===== config.mk =====
export PLATFORM = sky130hd
export DESIGN_NAME = xmodem_crc_receiver_unit
export DESIGN_NICKNAME = d
export VERILOG_FILES = /design/src/xcrc_pkg.sv /design/src/xmodem_crc_receiver_unit.sv /design/src/xcrc_ram.sv /design/src/xcrc_queue.sv /design/src/xcrc_front.sv /design/src/xcrc_back.sv
export SDC_FILE = /design/constraint.sdc
export NUM_CORES = 2
export LEC_CHECK = 0
export BUFFER_PORTS_ARGS = -buffer_cell sky130_fd_sc_hd__buf_2
export CORE_ASPECT_RATIO = 0.7
export CORE_MARGIN = 10
export CORE_UTILIZATION = 58
export DETAILED_ROUTE_END_ITERATION = 6
export GPL_TIMING_DRIVEN = 0
export PLACE_DENSITY = 0.85
export SLEW_MARGIN = 20
export SYNTH_ARGS = -nofsm -noshare
export SYNTH_HDL_FRONTEND = slang
export SYNTH_HIERARCHICAL = 1
export SYNTH_SLANG_ARGS = --single-unit

===== constraint.sdc =====
create_clock -name clk -period 4.6 [get_ports clk]
set_input_delay 0.46 -clock clk [delete_from_list [all_inputs] [get_ports clk]]
set_output_delay 0.46 -clock clk [all_outputs]
set_load 0.02 [all_outputs]

===== src/xcrc_pkg.sv =====
// Shared constants, item types and the CRC step function for the XMODEM-CRC receiver.
package xcrc_pkg;

  // Block layout.
  localparam int BLOCK_BYTES  = 133;
  localparam int HEADER_BYTES = 3;
  localparam int PAGE_BYTES   = 128;
  localparam int PAGE_WORDS   = PAGE_BYTES / 2;
  localparam int PAGE_AW      = $clog2(PAGE_BYTES);
  localparam int WORD_AW      = $clog2(PAGE_WORDS);
  localparam int ADDR_W       = 17;

  // Queue between the front and the back.
  localparam int Q_DEPTH = 2;
  localparam int Q_AW    = $clog2(Q_DEPTH);

  // Input kind codes.
  localparam logic [1:0] KIND_BYTE  = 2'd0;
  localparam logic [1:0] KIND_TICK  = 2'd1;
  localparam logic [1:0] KIND_START = 2'd2;

  // Configuration register indexes.
  localparam logic [1:0] CFG_RETRY   = 2'd0;
  localparam logic [1:0] CFG_TIMEOUT = 2'd1;
  localparam logic [1:0] CFG_LIMIT   = 2'd2;

  // Session status codes.
  localparam logic [1:0] STAT_RUN    = 2'd0;
  localparam logic [1:0] STAT_OK     = 2'd1;
  localparam logic [1:0] STAT_LOWMEM = 2'd2;
  localparam logic [1:0] STAT_NODATA = 2'd3;

  // Protocol characters.
  localparam logic [7:0] CH_C   = 8'h43;
  localparam logic [7:0] CH_ACK = 8'h06;
  localparam logic [7:0] CH_NAK = 8'h15;
  localparam logic [7:0] CH_EOT = 8'h04;

  localparam logic [15:0]       CRC_POLY = 16'h1021;
  localparam logic [ADDR_W-1:0] PTR_MAX  = 17'h1FFFF;

  // Reset values of the configuration registers.
  localparam logic [7:0]        RETRY_RESET   = 8'd3;
  localparam logic [7:0]        TIMEOUT_RESET = 8'd10;
  localparam logic [ADDR_W-1:0] LIMIT_RESET   = 17'd28672;

  // One job from the front: a single result, or a burst of program words.
  typedef struct packed {
    logic              burst;
    logic              tx_valid;
    logic [7:0]        tx_byte;
    logic [7:0]        blocks;
    logic [1:0]        status;
    logic [ADDR_W-1:0] base;
  } job_t;

  // One byte of CRC-16, MSB first.
  function automatic logic [15:0] crc_feed(input logic [15:0] crc, input logic [7:0] b);
    logic [15:0] c;
    c = crc ^ {b, 8'h00};
    for (int i = 0; i < 8; i++) begin
      if (c[15]) begin
        c = {c[14:0], 1'b0} ^ CRC_POLY;
      end else begin
        c = {c[14:0], 1'b0};
      end
    end
    return c;
  endfunction

endpackage


===== src/xmodem_crc_receiver_unit.sv =====
// Top level of the XMODEM-CRC receiver: front, job queue, page buffer and back.
//
// Usage: each input item is a start event, a one-second tick or one received byte
// (in_kind, in_rx_byte). Every item yields one result item, except the final byte of
// a block with a good CRC, which yields 64 program words with ACK on the last one.
// Results carry the reply byte, the program word and address, the block count and the
// session status; out_last marks the final result of an item.
// Configuration (retry interval, data timeout, flash limit) goes through the cfg_
// channel, always ready; the user writes it only while the block is idle (not enforced).
// Order: an accepted item passes through the job queue to the registered output; the
// first word of a burst follows once the job is popped and the page is read, then one
// word per cycle while out_ready is high.
// Throughput: one item per cycle while results are taken; input is held off after the
// closing byte of a good block until the back has read out all 64 words, and when the
// two-entry job queue fills.
// Reset: the session goes idle, the configuration registers take their defaults and
// the queue empties; no clearing pass is needed.
// A stalled receiver fills the output register and then the queue, after which
// in_ready drops until results are taken again.
module xmodem_crc_receiver_unit (
  input  logic                        clk,
  input  logic                        rst_n,
  input  logic                        in_valid,
  output logic                        in_ready,
  input  logic [1:0]                  in_kind,
  input  logic [7:0]                  in_rx_byte,
  output logic                        out_valid,
  input  logic                        out_ready,
  output logic                        out_tx_valid,
  output logic [7:0]                  out_tx_byte,
  output logic                        out_prog_valid,
  output logic [xcrc_pkg::ADDR_W-1:0] out_prog_address,
  output logic [15:0]                 out_prog_word,
  output logic [7:0]                  out_blocks_received,
  output logic [1:0]                  out_session_status,
  output logic                        out_last,
  input  logic                        cfg_valid,
  output logic                        cfg_ready,
  input  logic [1:0]                  cfg_index,
  input  logic [xcrc_pkg::ADDR_W-1:0] cfg_data
);

  logic                         q_ready;
  logic                         q_push;
  xcrc_pkg::job_t               q_job;
  logic                         q_pop;
  logic                         q_valid;
  xcrc_pkg::job_t               q_head;
  logic                         pb_wr_en;
  logic [xcrc_pkg::WORD_AW-1:0] pb_wr_addr;
  logic [15:0]                  pb_wr_data;
  logic [xcrc_pkg::WORD_AW-1:0] pb_rd_addr;
  logic [15:0]                  pb_rd_data;
  logic                         burst_done;

  // Front: session state, CRC and page writes.
  xcrc_front u_front (
    .clk        (clk),
    .rst_n      (rst_n),
    .in_valid   (in_valid),
    .in_ready   (in_ready),
    .in_kind    (in_kind),
    .in_rx_byte (in_rx_byte),
    .cfg_valid  (cfg_valid),
    .cfg_ready  (cfg_ready),
    .cfg_index  (cfg_index),
    .cfg_data   (cfg_data),
    .q_ready    (q_ready),
    .q_push     (q_push),
    .q_job      (q_job),
    .pb_wr_en   (pb_wr_en),
    .pb_wr_addr (pb_wr_addr),
    .pb_wr_data (pb_wr_data),
    .burst_done (burst_done)
  );

  // Job queue.
  xcrc_queue u_queue (
    .clk       (clk),
    .rst_n     (rst_n),
    .push      (q_push),
    .push_data (q_job),
    .ready     (q_ready),
    .pop       (q_pop),
    .valid     (q_valid),
    .head      (q_head)
  );

  // Page buffer, one 16-bit word per pair of block bytes.
  xcrc_ram #(
    .WIDTH (16),
    .DEPTH (xcrc_pkg::PAGE_WORDS)
  ) u_page_ram (
    .clk     (clk),
    .wr_en   (pb_wr_en),
    .wr_addr (pb_wr_addr),
    .wr_data (pb_wr_data),
    .rd_addr (pb_rd_addr),
    .rd_data (pb_rd_data)
  );

  // Back: result items and word bursts.
  xcrc_back u_back (
    .clk                 (clk),
    .rst_n               (rst_n),
    .q_valid             (q_valid),
    .q_head              (q_head),
    .q_pop               (q_pop),
    .pb_rd_addr          (pb_rd_addr),
    .pb_rd_data          (pb_rd_data),
    .burst_done          (burst_done),
    .out_valid           (out_valid),
    .out_ready           (out_ready),
    .out_tx_valid        (out_tx_valid),
    .out_tx_byte         (out_tx_byte),
    .out_prog_valid      (out_prog_valid),
    .out_prog_address    (out_prog_address),
    .out_prog_word       (out_prog_word),
    .out_blocks_received (out_blocks_received),
    .out_session_status  (out_session_status),
    .out_last            (out_last)
  );

endmodule


===== src/xcrc_ram.sv =====
// Generic simple dual-port RAM with one write port and a registered read port.
module xcrc_ram #(
  parameter int WIDTH = 16,
  parameter int DEPTH = 64
) (
  input  logic                     clk,
  input  logic                     wr_en,
  input  logic [$clog2(DEPTH)-1:0] wr_addr,
  input  logic [WIDTH-1:0]         wr_data,
  input  logic [$clog2(DEPTH)-1:0] rd_addr,
  output logic [WIDTH-1:0]         rd_data
);

  logic [WIDTH-1:0] mem_r [DEPTH];
  logic [WIDTH-1:0] rd_data_r;

  // Write and registered read.
  always_ff @(posedge clk) begin
    if (wr_en) begin
      mem_r[wr_addr] <= wr_data;
    end
    rd_data_r <= mem_r[rd_addr];
  end

  assign rd_data = rd_data_r;

endmodule


===== src/xcrc_queue.sv =====
// Short job queue between the front and the back of the receiver.
module xcrc_queue (
  input  logic           clk,
  input  logic           rst_n,
  input  logic           push,
  input  xcrc_pkg::job_t push_data,
  output logic           ready,
  input  logic           pop,
  output logic           valid,
  output xcrc_pkg::job_t head
);

  xcrc_pkg::job_t                   mem_r [xcrc_pkg::Q_DEPTH];
  logic [xcrc_pkg::Q_AW-1:0]        wr_ptr_r, wr_ptr_nxt;
  logic [xcrc_pkg::Q_AW-1:0]        rd_ptr_r, rd_ptr_nxt;
  logic [xcrc_pkg::Q_AW:0]          count_r, count_nxt;

  assign ready = (count_r != (xcrc_pkg::Q_AW + 1)'(xcrc_pkg::Q_DEPTH));
  assign valid = (count_r != '0);
  assign head  = mem_r[rd_ptr_r];

  // Pointer and fill count updates.
  always_comb begin
    wr_ptr_nxt = wr_ptr_r;
    rd_ptr_nxt = rd_ptr_r;
    count_nxt  = count_r;
    if (push) begin
      wr_ptr_nxt = wr_ptr_r + 1'b1;
    end
    if (pop) begin
      rd_ptr_nxt = rd_ptr_r + 1'b1;
    end
    if (push && !pop) begin
      count_nxt = count_r + 1'b1;
    end else if (pop && !push) begin
      count_nxt = count_r - 1'b1;
    end
  end

  always_ff @(posedge clk) begin
    if (!rst_n) begin
      wr_ptr_r <= '0;
      rd_ptr_r <= '0;
      count_r  <= '0;
    end else begin
      wr_ptr_r <= wr_ptr_nxt;
      rd_ptr_r <= rd_ptr_nxt;
      count_r  <= count_nxt;
    end
  end

  // Entry storage needs no reset.
  always_ff @(posedge clk) begin
    if (push) begin
      mem_r[wr_ptr_r] <= push_data;
    end
  end

endmodule


===== src/xcrc_front.sv =====
// Front of the receiver: accepts items, runs the session state and CRC, queues jobs.
module xcrc_front (
  input  logic                        clk,
  input  logic                        rst_n,
  // Input channel.
  input  logic                        in_valid,
  output logic                        in_ready,
  input  logic [1:0]                  in_kind,
  input  logic [7:0]                  in_rx_byte,
  // Configuration channel.
  input  logic                        cfg_valid,
  output logic                        cfg_ready,
  input  logic [1:0]                  cfg_index,
  input  logic [xcrc_pkg::ADDR_W-1:0] cfg_data,
  // Job queue.
  input  logic                        q_ready,
  output logic                        q_push,
  output xcrc_pkg::job_t              q_job,
  // Page buffer write port.
  output logic                        pb_wr_en,
  output logic [xcrc_pkg::WORD_AW-1:0] pb_wr_addr,
  output logic [15:0]                 pb_wr_data,
  // Back reports the end of a word burst.
  input  logic                        burst_done
);

  typedef enum logic [3:0] {
    PH_IDLE = 4'b0001,
    PH_WAIT = 4'b0010,
    PH_RECV = 4'b0100,
    PH_DONE = 4'b1000
  } phase_t;

  phase_t                      phase_r, phase_nxt;
  logic [7:0]                  byte_cnt_r, byte_cnt_nxt;
  logic [7:0]                  sec_r, sec_nxt;
  logic [15:0]                 crc_r, crc_nxt;
  logic [7:0]                  crch_r, crch_nxt;
  logic [7:0]                  blk_r, blk_nxt;
  logic [xcrc_pkg::ADDR_W-1:0] fp_r, fp_nxt;
  logic [1:0]                  status_r, status_nxt;
  logic [7:0]                  lo_byte_r, lo_byte_nxt;
  logic                        busy_r, busy_nxt;
  logic [7:0]                  retry_r, retry_nxt;
  logic [7:0]                  timeout_r, timeout_nxt;
  logic [xcrc_pkg::ADDR_W-1:0] limit_r, limit_nxt;

  logic                        accept;
  logic                        do_take;
  logic [7:0]                  sec_inc;
  logic [15:0]                 crc_base;
  logic [7:0]                  page_off;
  logic [xcrc_pkg::PAGE_AW-1:0] page_idx;
  logic [xcrc_pkg::ADDR_W:0]   fp_sum;

  // The front holds off while a burst of program words still reads the page buffer.
  assign in_ready  = q_ready && !busy_r;
  assign accept    = in_valid && in_ready;
  assign q_push    = accept;
  assign cfg_ready = 1'b1;

  assign sec_inc  = (sec_r == 8'hFF) ? sec_r : sec_r + 8'd1;
  assign crc_base = (byte_cnt_r == 8'd0) ? 16'h0000 : crc_r;
  assign page_off = byte_cnt_r - 8'(xcrc_pkg::HEADER_BYTES);
  assign page_idx = page_off[xcrc_pkg::PAGE_AW-1:0];
  assign fp_sum   = {1'b0, fp_r} + (xcrc_pkg::ADDR_W + 1)'(xcrc_pkg::PAGE_BYTES);

  assign pb_wr_addr = page_idx[xcrc_pkg::PAGE_AW-1:1];
  assign pb_wr_data = {in_rx_byte, lo_byte_r};

  // Session state and job build.
  always_comb begin
    phase_nxt    = phase_r;
    byte_cnt_nxt = byte_cnt_r;
    sec_nxt      = sec_r;
    crc_nxt      = crc_r;
    crch_nxt     = crch_r;
    blk_nxt      = blk_r;
    fp_nxt       = fp_r;
    status_nxt   = status_r;
    lo_byte_nxt  = lo_byte_r;
    pb_wr_en     = 1'b0;
    do_take      = 1'b0;
    q_job        = '0;

    if (accept) begin
      unique case (phase_r)
        PH_IDLE: begin
          if (in_kind == xcrc_pkg::KIND_START) begin
            phase_nxt      = PH_WAIT;
            sec_nxt        = 8'd0;
            byte_cnt_nxt   = 8'd0;
            crc_nxt        = 16'h0000;
            q_job.tx_valid = 1'b1;
            q_job.tx_byte  = xcrc_pkg::CH_C;
          end
        end
        PH_WAIT: begin
          if (in_kind == xcrc_pkg::KIND_TICK) begin
            sec_nxt = sec_inc;
            if (sec_inc >= retry_r) begin
              sec_nxt        = 8'd0;
              q_job.tx_valid = 1'b1;
              q_job.tx_byte  = xcrc_pkg::CH_C;
            end
          end else if (in_kind == xcrc_pkg::KIND_BYTE) begin
            phase_nxt = PH_RECV;
            do_take   = 1'b1;
          end
        end
        PH_RECV: begin
          if (in_kind == xcrc_pkg::KIND_TICK) begin
            sec_nxt = sec_inc;
            if (sec_inc >= timeout_r) begin
              phase_nxt  = PH_DONE;
              status_nxt = xcrc_pkg::STAT_NODATA;
            end
          end else if (in_kind == xcrc_pkg::KIND_BYTE) begin
            do_take = 1'b1;
          end
        end
        PH_DONE: begin
        end
        default: begin
        end
      endcase

      // Handling of one received byte.
      if (do_take) begin
        if (sec_r >= timeout_r) begin
          phase_nxt  = PH_DONE;
          status_nxt = xcrc_pkg::STAT_NODATA;
        end else begin
          crc_nxt = crc_base;
          if (byte_cnt_r >= 8'(xcrc_pkg::HEADER_BYTES) &&
              byte_cnt_r < 8'(xcrc_pkg::HEADER_BYTES + xcrc_pkg::PAGE_BYTES)) begin
            // Even bytes wait in a register, odd bytes complete a word write.
            if (!page_idx[0]) begin
              lo_byte_nxt = in_rx_byte;
            end else begin
              pb_wr_en = 1'b1;
            end
            crc_nxt = xcrc_pkg::crc_feed(crc_base, in_rx_byte);
          end else if (byte_cnt_r == 8'(xcrc_pkg::HEADER_BYTES + xcrc_pkg::PAGE_BYTES)) begin
            crch_nxt = in_rx_byte;
          end
          byte_cnt_nxt = byte_cnt_r + 8'd1;

          if (byte_cnt_r == 8'd0 && in_rx_byte == xcrc_pkg::CH_EOT) begin
            // End of transfer.
            phase_nxt      = PH_DONE;
            status_nxt     = xcrc_pkg::STAT_OK;
            q_job.tx_valid = 1'b1;
            q_job.tx_byte  = xcrc_pkg::CH_ACK;
          end else if (byte_cnt_r < 8'(xcrc_pkg::BLOCK_BYTES - 1)) begin
            // Block still incomplete.
          end else if (fp_r >= limit_r) begin
            phase_nxt  = PH_DONE;
            status_nxt = xcrc_pkg::STAT_LOWMEM;
          end else begin
            blk_nxt      = blk_r + 8'd1;
            byte_cnt_nxt = 8'd0;
            if (crch_r == crc_r[15:8] && in_rx_byte == crc_r[7:0]) begin
              // Good block: hand the page to the back as a burst.
              q_job.burst = 1'b1;
              q_job.base  = fp_r;
              fp_nxt      = fp_sum[xcrc_pkg::ADDR_W] ? xcrc_pkg::PTR_MAX
                                                     : fp_sum[xcrc_pkg::ADDR_W-1:0];
              sec_nxt     = 8'd0;
            end else begin
              q_job.tx_valid = 1'b1;
              q_job.tx_byte  = xcrc_pkg::CH_NAK;
            end
          end
        end
      end
    end

    q_job.blocks = blk_nxt;
    q_job.status = status_nxt;
  end

  // Burst tracking.
  always_comb begin
    busy_nxt = busy_r;
    if (burst_done) begin
      busy_nxt = 1'b0;
    end else if (accept && q_job.burst) begin
      busy_nxt = 1'b1;
    end
  end

  // Configuration register writes.
  always_comb begin
    retry_nxt   = retry_r;
    timeout_nxt = timeout_r;
    limit_nxt   = limit_r;
    if (cfg_valid && cfg_ready) begin
      unique case (cfg_index)
        xcrc_pkg::CFG_RETRY:   retry_nxt   = cfg_data[7:0];
        xcrc_pkg::CFG_TIMEOUT: timeout_nxt = cfg_data[7:0];
        xcrc_pkg::CFG_LIMIT:   limit_nxt   = cfg_data;
        default: begin
        end
      endcase
    end
  end

  always_ff @(posedge clk) begin
    if (!rst_n) begin
      phase_r    <= PH_IDLE;
      byte_cnt_r <= '0;
      sec_r      <= '0;
      crc_r      <= '0;
      crch_r     <= '0;
      blk_r      <= '0;
      fp_r       <= '0;
      status_r   <= xcrc_pkg::STAT_RUN;
      busy_r     <= 1'b0;
      retry_r    <= xcrc_pkg::RETRY_RESET;
      timeout_r  <= xcrc_pkg::TIMEOUT_RESET;
      limit_r    <= xcrc_pkg::LIMIT_RESET;
    end else begin
      phase_r    <= phase_nxt;
      byte_cnt_r <= byte_cnt_nxt;
      sec_r      <= sec_nxt;
      crc_r      <= crc_nxt;
      crch_r     <= crch_nxt;
      blk_r      <= blk_nxt;
      fp_r       <= fp_nxt;
      status_r   <= status_nxt;
      busy_r     <= busy_nxt;
      retry_r    <= retry_nxt;
      timeout_r  <= timeout_nxt;
      limit_r    <= limit_nxt;
    end
  end

  // The pending low byte is payload.
  always_ff @(posedge clk) begin
    lo_byte_r <= lo_byte_nxt;
  end

  // A queued burst blocks new items until the back has read the page.
  a_busy_blocks: assert property (@(posedge clk) disable iff (!rst_n)
    busy_r |-> !in_ready)
    else $error("front accepts an item during a word burst");

  a_burst_sets_busy: assert property (@(posedge clk) disable iff (!rst_n)
    (accept && q_job.burst) |=> busy_r)
    else $error("burst job queued without marking the front busy");

  a_page_write_phase: assert property (@(posedge clk) disable iff (!rst_n)
    pb_wr_en |-> (phase_r == PH_RECV || phase_r == PH_WAIT))
    else $error("page buffer written outside of reception");

endmodule


===== src/xcrc_back.sv =====
// Back of the receiver: turns queued jobs into result items, reading page words for bursts.
module xcrc_back (
  input  logic                         clk,
  input  logic                         rst_n,
  // Job queue.
  input  logic                         q_valid,
  input  xcrc_pkg::job_t               q_head,
  output logic                         q_pop,
  // Page buffer read port.
  output logic [xcrc_pkg::WORD_AW-1:0] pb_rd_addr,
  input  logic [15:0]                  pb_rd_data,
  output logic                         burst_done,
  // Result channel.
  output logic                         out_valid,
  input  logic                         out_ready,
  output logic                         out_tx_valid,
  output logic [7:0]                   out_tx_byte,
  output logic                         out_prog_valid,
  output logic [xcrc_pkg::ADDR_W-1:0]  out_prog_address,
  output logic [15:0]                  out_prog_word,
  output logic [7:0]                   out_blocks_received,
  output logic [1:0]                   out_session_status,
  output logic                         out_last
);

  typedef enum logic [1:0] {
    BK_IDLE = 2'b01,
    BK_READ = 2'b10
  } back_state_t;

  back_state_t                  state_r, state_nxt;
  xcrc_pkg::job_t               job_r, job_nxt;
  logic [xcrc_pkg::WORD_AW-1:0] idx_r, idx_nxt;

  logic                         out_valid_r, out_valid_nxt;
  logic                         out_tx_valid_r, out_tx_valid_nxt;
  logic [7:0]                   out_tx_byte_r, out_tx_byte_nxt;
  logic                         out_prog_valid_r, out_prog_valid_nxt;
  logic [xcrc_pkg::ADDR_W-1:0]  out_addr_r, out_addr_nxt;
  logic [15:0]                  out_word_r, out_word_nxt;
  logic [7:0]                   out_blocks_r, out_blocks_nxt;
  logic [1:0]                   out_status_r, out_status_nxt;
  logic                         out_last_r, out_last_nxt;

  logic                         out_free;
  logic                         word_end;

  assign out_free = !out_valid_r || out_ready;
  assign word_end = (idx_r == xcrc_pkg::WORD_AW'(xcrc_pkg::PAGE_WORDS - 1));

  // The page is read ahead, addressed by the next word index.
  assign pb_rd_addr = idx_nxt;

  always_comb begin
    state_nxt          = state_r;
    job_nxt            = job_r;
    idx_nxt            = idx_r;
    q_pop              = 1'b0;
    burst_done         = 1'b0;
    out_valid_nxt      = out_valid_r && !out_ready;
    out_tx_valid_nxt   = out_tx_valid_r;
    out_tx_byte_nxt    = out_tx_byte_r;
    out_prog_valid_nxt = out_prog_valid_r;
    out_addr_nxt       = out_addr_r;
    out_word_nxt       = out_word_r;
    out_blocks_nxt     = out_blocks_r;
    out_status_nxt     = out_status_r;
    out_last_nxt       = out_last_r;

    unique case (state_r)
      BK_IDLE: begin
        if (q_valid) begin
          if (q_head.burst) begin
            // Take the burst and start reading word zero.
            job_nxt   = q_head;
            q_pop     = 1'b1;
            idx_nxt   = '0;
            state_nxt = BK_READ;
          end else if (out_free) begin
            q_pop              = 1'b1;
            out_valid_nxt      = 1'b1;
            out_tx_valid_nxt   = q_head.tx_valid;
            out_tx_byte_nxt    = q_head.tx_byte;
            out_prog_valid_nxt = 1'b0;
            out_addr_nxt       = '0;
            out_word_nxt       = '0;
            out_blocks_nxt     = q_head.blocks;
            out_status_nxt     = q_head.status;
            out_last_nxt       = 1'b1;
          end
        end
      end
      BK_READ: begin
        if (out_free) begin
          // One program word per item; ACK rides on the final word.
          out_valid_nxt      = 1'b1;
          out_tx_valid_nxt   = word_end;
          out_tx_byte_nxt    = word_end ? xcrc_pkg::CH_ACK : 8'h00;
          out_prog_valid_nxt = 1'b1;
          out_addr_nxt       = job_r.base + xcrc_pkg::ADDR_W'({idx_r, 1'b0});
          out_word_nxt       = pb_rd_data;
          out_blocks_nxt     = job_r.blocks;
          out_status_nxt     = job_r.status;
          out_last_nxt       = word_end;
          if (word_end) begin
            burst_done = 1'b1;
            state_nxt  = BK_IDLE;
          end else begin
            idx_nxt = idx_r + 1'b1;
          end
        end
      end
      default: begin
        state_nxt = BK_IDLE;
      end
    endcase
  end

  always_ff @(posedge clk) begin
    if (!rst_n) begin
      state_r     <= BK_IDLE;
      idx_r       <= '0;
      out_valid_r <= 1'b0;
    end else begin
      state_r     <= state_nxt;
      idx_r       <= idx_nxt;
      out_valid_r <= out_valid_nxt;
    end
  end

  // Payload registers.
  always_ff @(posedge clk) begin
    job_r            <= job_nxt;
    out_tx_valid_r   <= out_tx_valid_nxt;
    out_tx_byte_r    <= out_tx_byte_nxt;
    out_prog_valid_r <= out_prog_valid_nxt;
    out_addr_r       <= out_addr_nxt;
    out_word_r       <= out_word_nxt;
    out_blocks_r     <= out_blocks_nxt;
    out_status_r     <= out_status_nxt;
    out_last_r       <= out_last_nxt;
  end

  assign out_valid           = out_valid_r;
  assign out_tx_valid        = out_tx_valid_r;
  assign out_tx_byte         = out_tx_byte_r;
  assign out_prog_valid      = out_prog_valid_r;
  assign out_prog_address    = out_addr_r;
  assign out_prog_word       = out_word_r;
  assign out_blocks_received = out_blocks_r;
  assign out_session_status  = out_status_r;
  assign out_last            = out_last_r;

  // The final word of a burst returns the back to idle.
  a_burst_ends: assert property (@(posedge clk) disable iff (!rst_n)
    (state_r == BK_READ && out_free && word_end) |=> state_r == BK_IDLE)
    else $error("burst did not end after its final word");

  a_word_reply: assert property (@(posedge clk) disable iff (!rst_n)
    (out_valid_r && out_prog_valid_r && out_tx_valid_r) |-> out_tx_byte_r == xcrc_pkg::CH_ACK)
    else $error("program word carries a reply other than ACK");

  a_pop_needs_item: assert property (@(posedge clk) disable iff (!rst_n)
    q_pop |-> q_valid)
    else $error("job popped from an empty queue");

endmodule

==> results.toml <==
[grt]
grt_pass1_vias = 31400
track_usage_pct = 27.6
grt_pass1_wl_um = 214000
antenna_found_initial = 4
grt_overflow = 0
grt_max_degree = 65

[logic_synthesis]
ys_warn_count = 6
synth_area_mm2 = 0.0537
ys_seq_elements = 1316
synth_flop_cell = "edfxtp_1"
yosys.area_share.adder_pct = 1.34
synth_top_area_share_pct = 66.4
synth_top_family_by_area = "multiplexers"
ys_top_cells_by_count = "1187 x edfxtp_1, 221 x mux4_2, 160 x nor2_1"
synth_edf_count = 1187
synthMuxAreaShare_pct = 12.8
synth.area.top_cells = "edfxtp_1 66%, mux4_2 9.3%, dfxtp_1 4.8%"
synth-xor-area-share_pct = 1.20
synth-async-reset-ratio_pct = 0
synth_compound_area_share_pct = 5.01
synth_cell_types = 98
syn_inst = 3065
seq_area_frac_synth_pct = 71.3
yosys.area.top_type = "edfxtp_1"
syn_area_per_cell_um2 = 17.5
yosysMostFrequentCell = "edfxtp_1"
yosys.area_share.simple_pct = 5.96

[timing]
worst_clock_skew_ns = 0.0354
fin_ws_ns = -0.140
hold_viol = 0
rsz0062_at_grt = "yes"
fin_crit_ns = 4.74
slew_violations = 0
setup_tns_ns = -4.81
period_share_pct = 103
relSlewSlack_pct = 22.1
max_freq_mhz = 211
setup_violations = 89
worstMarginPinSlew_ns = 1.16

[setup_path]
path_buf_inv = 3
path_cells = "ha_1, a211oi_1, o21ai_0, a21oi_2, nand3_4, clkbuf_1, nor3_2, clkbuf_2, nand3_1, nor2_2, buf_6"
critical_path_class = "register to register"
slowest_delay_ns = 0.71
endpoint_kind = "register"
required_ns = 5.00
crit_family = "simple AND/OR/NAND/NOR gates"
critPathSlowestCell = "nor2_2"
crit_fanout = 11
critPathLaunchType = "register"
worstPathArrival_ns = 5.14

[finish]
layout.filler_cells = 5458
area_delta_synth_final_pct = 14.5
drive_gt1_share_pct = 24.6
nets = 3471

[die]
die_h_um = 274
io_pins = 91
die_area_mm2 = 0.105
core_area_mm2 = 0.0918
rows = 93
initial_core_util_pct = 58.4
fp.dieW_um = 384

[placement]
dpl.hpwl_um = 95400
gp_congestion = 0.949
pre_cts_ws_ns = -0.317
io_buffers = 89

[min_path]
hold_class = "primary input to register"

[drt]
num_vias = 32200
dr.pass1.iters = 7
wirelength_um = 148000
drc_errors = 3
ant_nets = 0
first_iter_violations = 5435
wl_per_cell_um = 31.4
via_per_inst = 6.83

[cts]
clkLatencyLatePin_ns = 0.72
htree_levels = 3
cts.sinks = 1316
cts_buffers = 117
path_clk_slew_ns = 0.07
clock-root-buffer = "clkbuf_16"
cts_max_path_buffers = 3
cts_tree = "built"

[run]
cap_violations = 0

[power_and_ir_drop]
power_density_mw_per_mm2 = 417
p_leak_uw = 0.0199
ir_drop_mv = 0.365

[status]
status = "finished, violations left"
violations = "DRC, setup timing"
[layer usage]
metal	part of all wire (%)	track usage, %	routed length (um)	up-vias
met2	45	41.5	66400	2843
met5	0.0088	0	13	-
met3	16	9.18	23900	471
met4	4.1	10.0	6100	2
met1	35	37.7	51700	16100
li1	-	-	-	12800
[logic make-up (layout without fill, tap and decap cells)]
group / after synthesis / count (layout)
flops: 1316 / 1316
simple gates: 608 / 608
mux: 397 / 397
compound gates: 375 / 375
buf+inv: 238 / 654
xor+xnor: 72 / 72
fa+ha+maj: 57 / 57
other cells: 2 / 8
[repair_timing]
item,in CTS,in global routing
gates resized for setup,13,54
hold endpoints to repair,13,0
setup endpoints to repair,365,598
hold buffers,13,0
pin swaps,1,0
buffers inserted,2,2
[final cells by class]
class / instances / area [um2] / share of cell area [%]
repair buffers: 197 / 1890 / 3.08
clock buffers: 137 / 3140 / 5.11
plain buffers: 178 / 1120 / 1.82
diodes: 4 / 10.0 / 0.0163
multi-input cells: 1513 / 14500 / 23.6
well taps: 1235 / 1550 / 2.52
clock inverters: 85 / 815 / 1.33
inverters: 57 / 214 / 0.348
flip-flops and latches: 1316 / 38200 / 62.2
[stage by stage]
| stage | total power [uW] | instances | hold WS [ns] | instance area [um2] | util (%) |
|---|---|---|---|---|---|
| after floorplan | 15000 | 3067 | 0.436 | 53700 | - |
| after global placement | 15600 | 4391 | 0.446 | 55600 | 60.6 |
| after detailed placement | 15700 | 4482 | 0.448 | 57100 | 62.2 |
| after CTS | 25600 | 4718 | 0.000411 | 61300 | 66.7 |
| after global routing | 26200 | 4721 | 0.0262 | 61400 | 66.9 |
| final | 25600 | 4722 | 0.0313 | 61400 | 66.9 |
[layout by cell type (no fill, tap or decap), types with 19 or more instances in the layout]
master	instances
edfxtp_1	1187
mux4_2	221
dfxtp_1	129
nand2_1	123
clkbuf_16	121
buf_2	117
mux2i_1	103
nor2_1	93
a21oi_1	84
clkbuf_1	79
a22oi_1	72
buf_6	60
inv_1	57
nand3_1	57
ha_1	56
nor2_2	51
nor2b_1	50
xor2_1	46
and2_1	43
buf_8	43
buf_4	40
mux2_1	38
o21ai_0	32
clkinv_2	28
clkinv_1	27
xnor2_1	24
a221oi_1	23
mux2_2	22
nor3_1	20
and4_1	20
nor2_4	19
a311oi_1	19
[final timing paths]
kind	from	to	slack [ns]	cells past startpoint
max	u_front/sec_r[2]	u_page_ram/mem_r[25][3]	-0.14	11
min	cfg_data[2]	u_front/limit_r[2]	0.03	3
max reg2reg	u_front/sec_r[2]	u_page_ram/mem_r[25][3]	-0.14	11
min reg2reg	u_front/limit_r[1]	u_front/limit_r[1]	0.46	2
[report_power, final]
part	leakage, uW	internal, uW	total, uW	switching [uW]
Sequential	0.0118	13400	13500	107
Clock	0.00194	5670	10100	4420
Combinational	0.00613	752	2030	1280
Total	0.0199	19800	25600	5810
[flip-flops by register name, indices dropped and copies added, names as in the netlist, 11 cells and up, named ones only]
| register | cells |
|---|---|
| u_back/job_r | 27 |
| u_back/out_prog_address | 17 |
| u_back/out_prog_word | 16 |
| u_front/crc_r | 16 |
| u_front/fp_r | 11 |
| u_front/limit_r | 17 |
| u_page_ram/mem_r | 1024 |
| u_page_ram/rd_data | 16 |
| u_queue/mem_r | 74 |
[worst min-delay path, delay by kind of cell]
family	cells	cell delay [ns]
buf+inv	1	0.12
simple gates	1	0.05
compound gates	1	0.05
No activity file was read; power rests on OpenSTA's default activity.
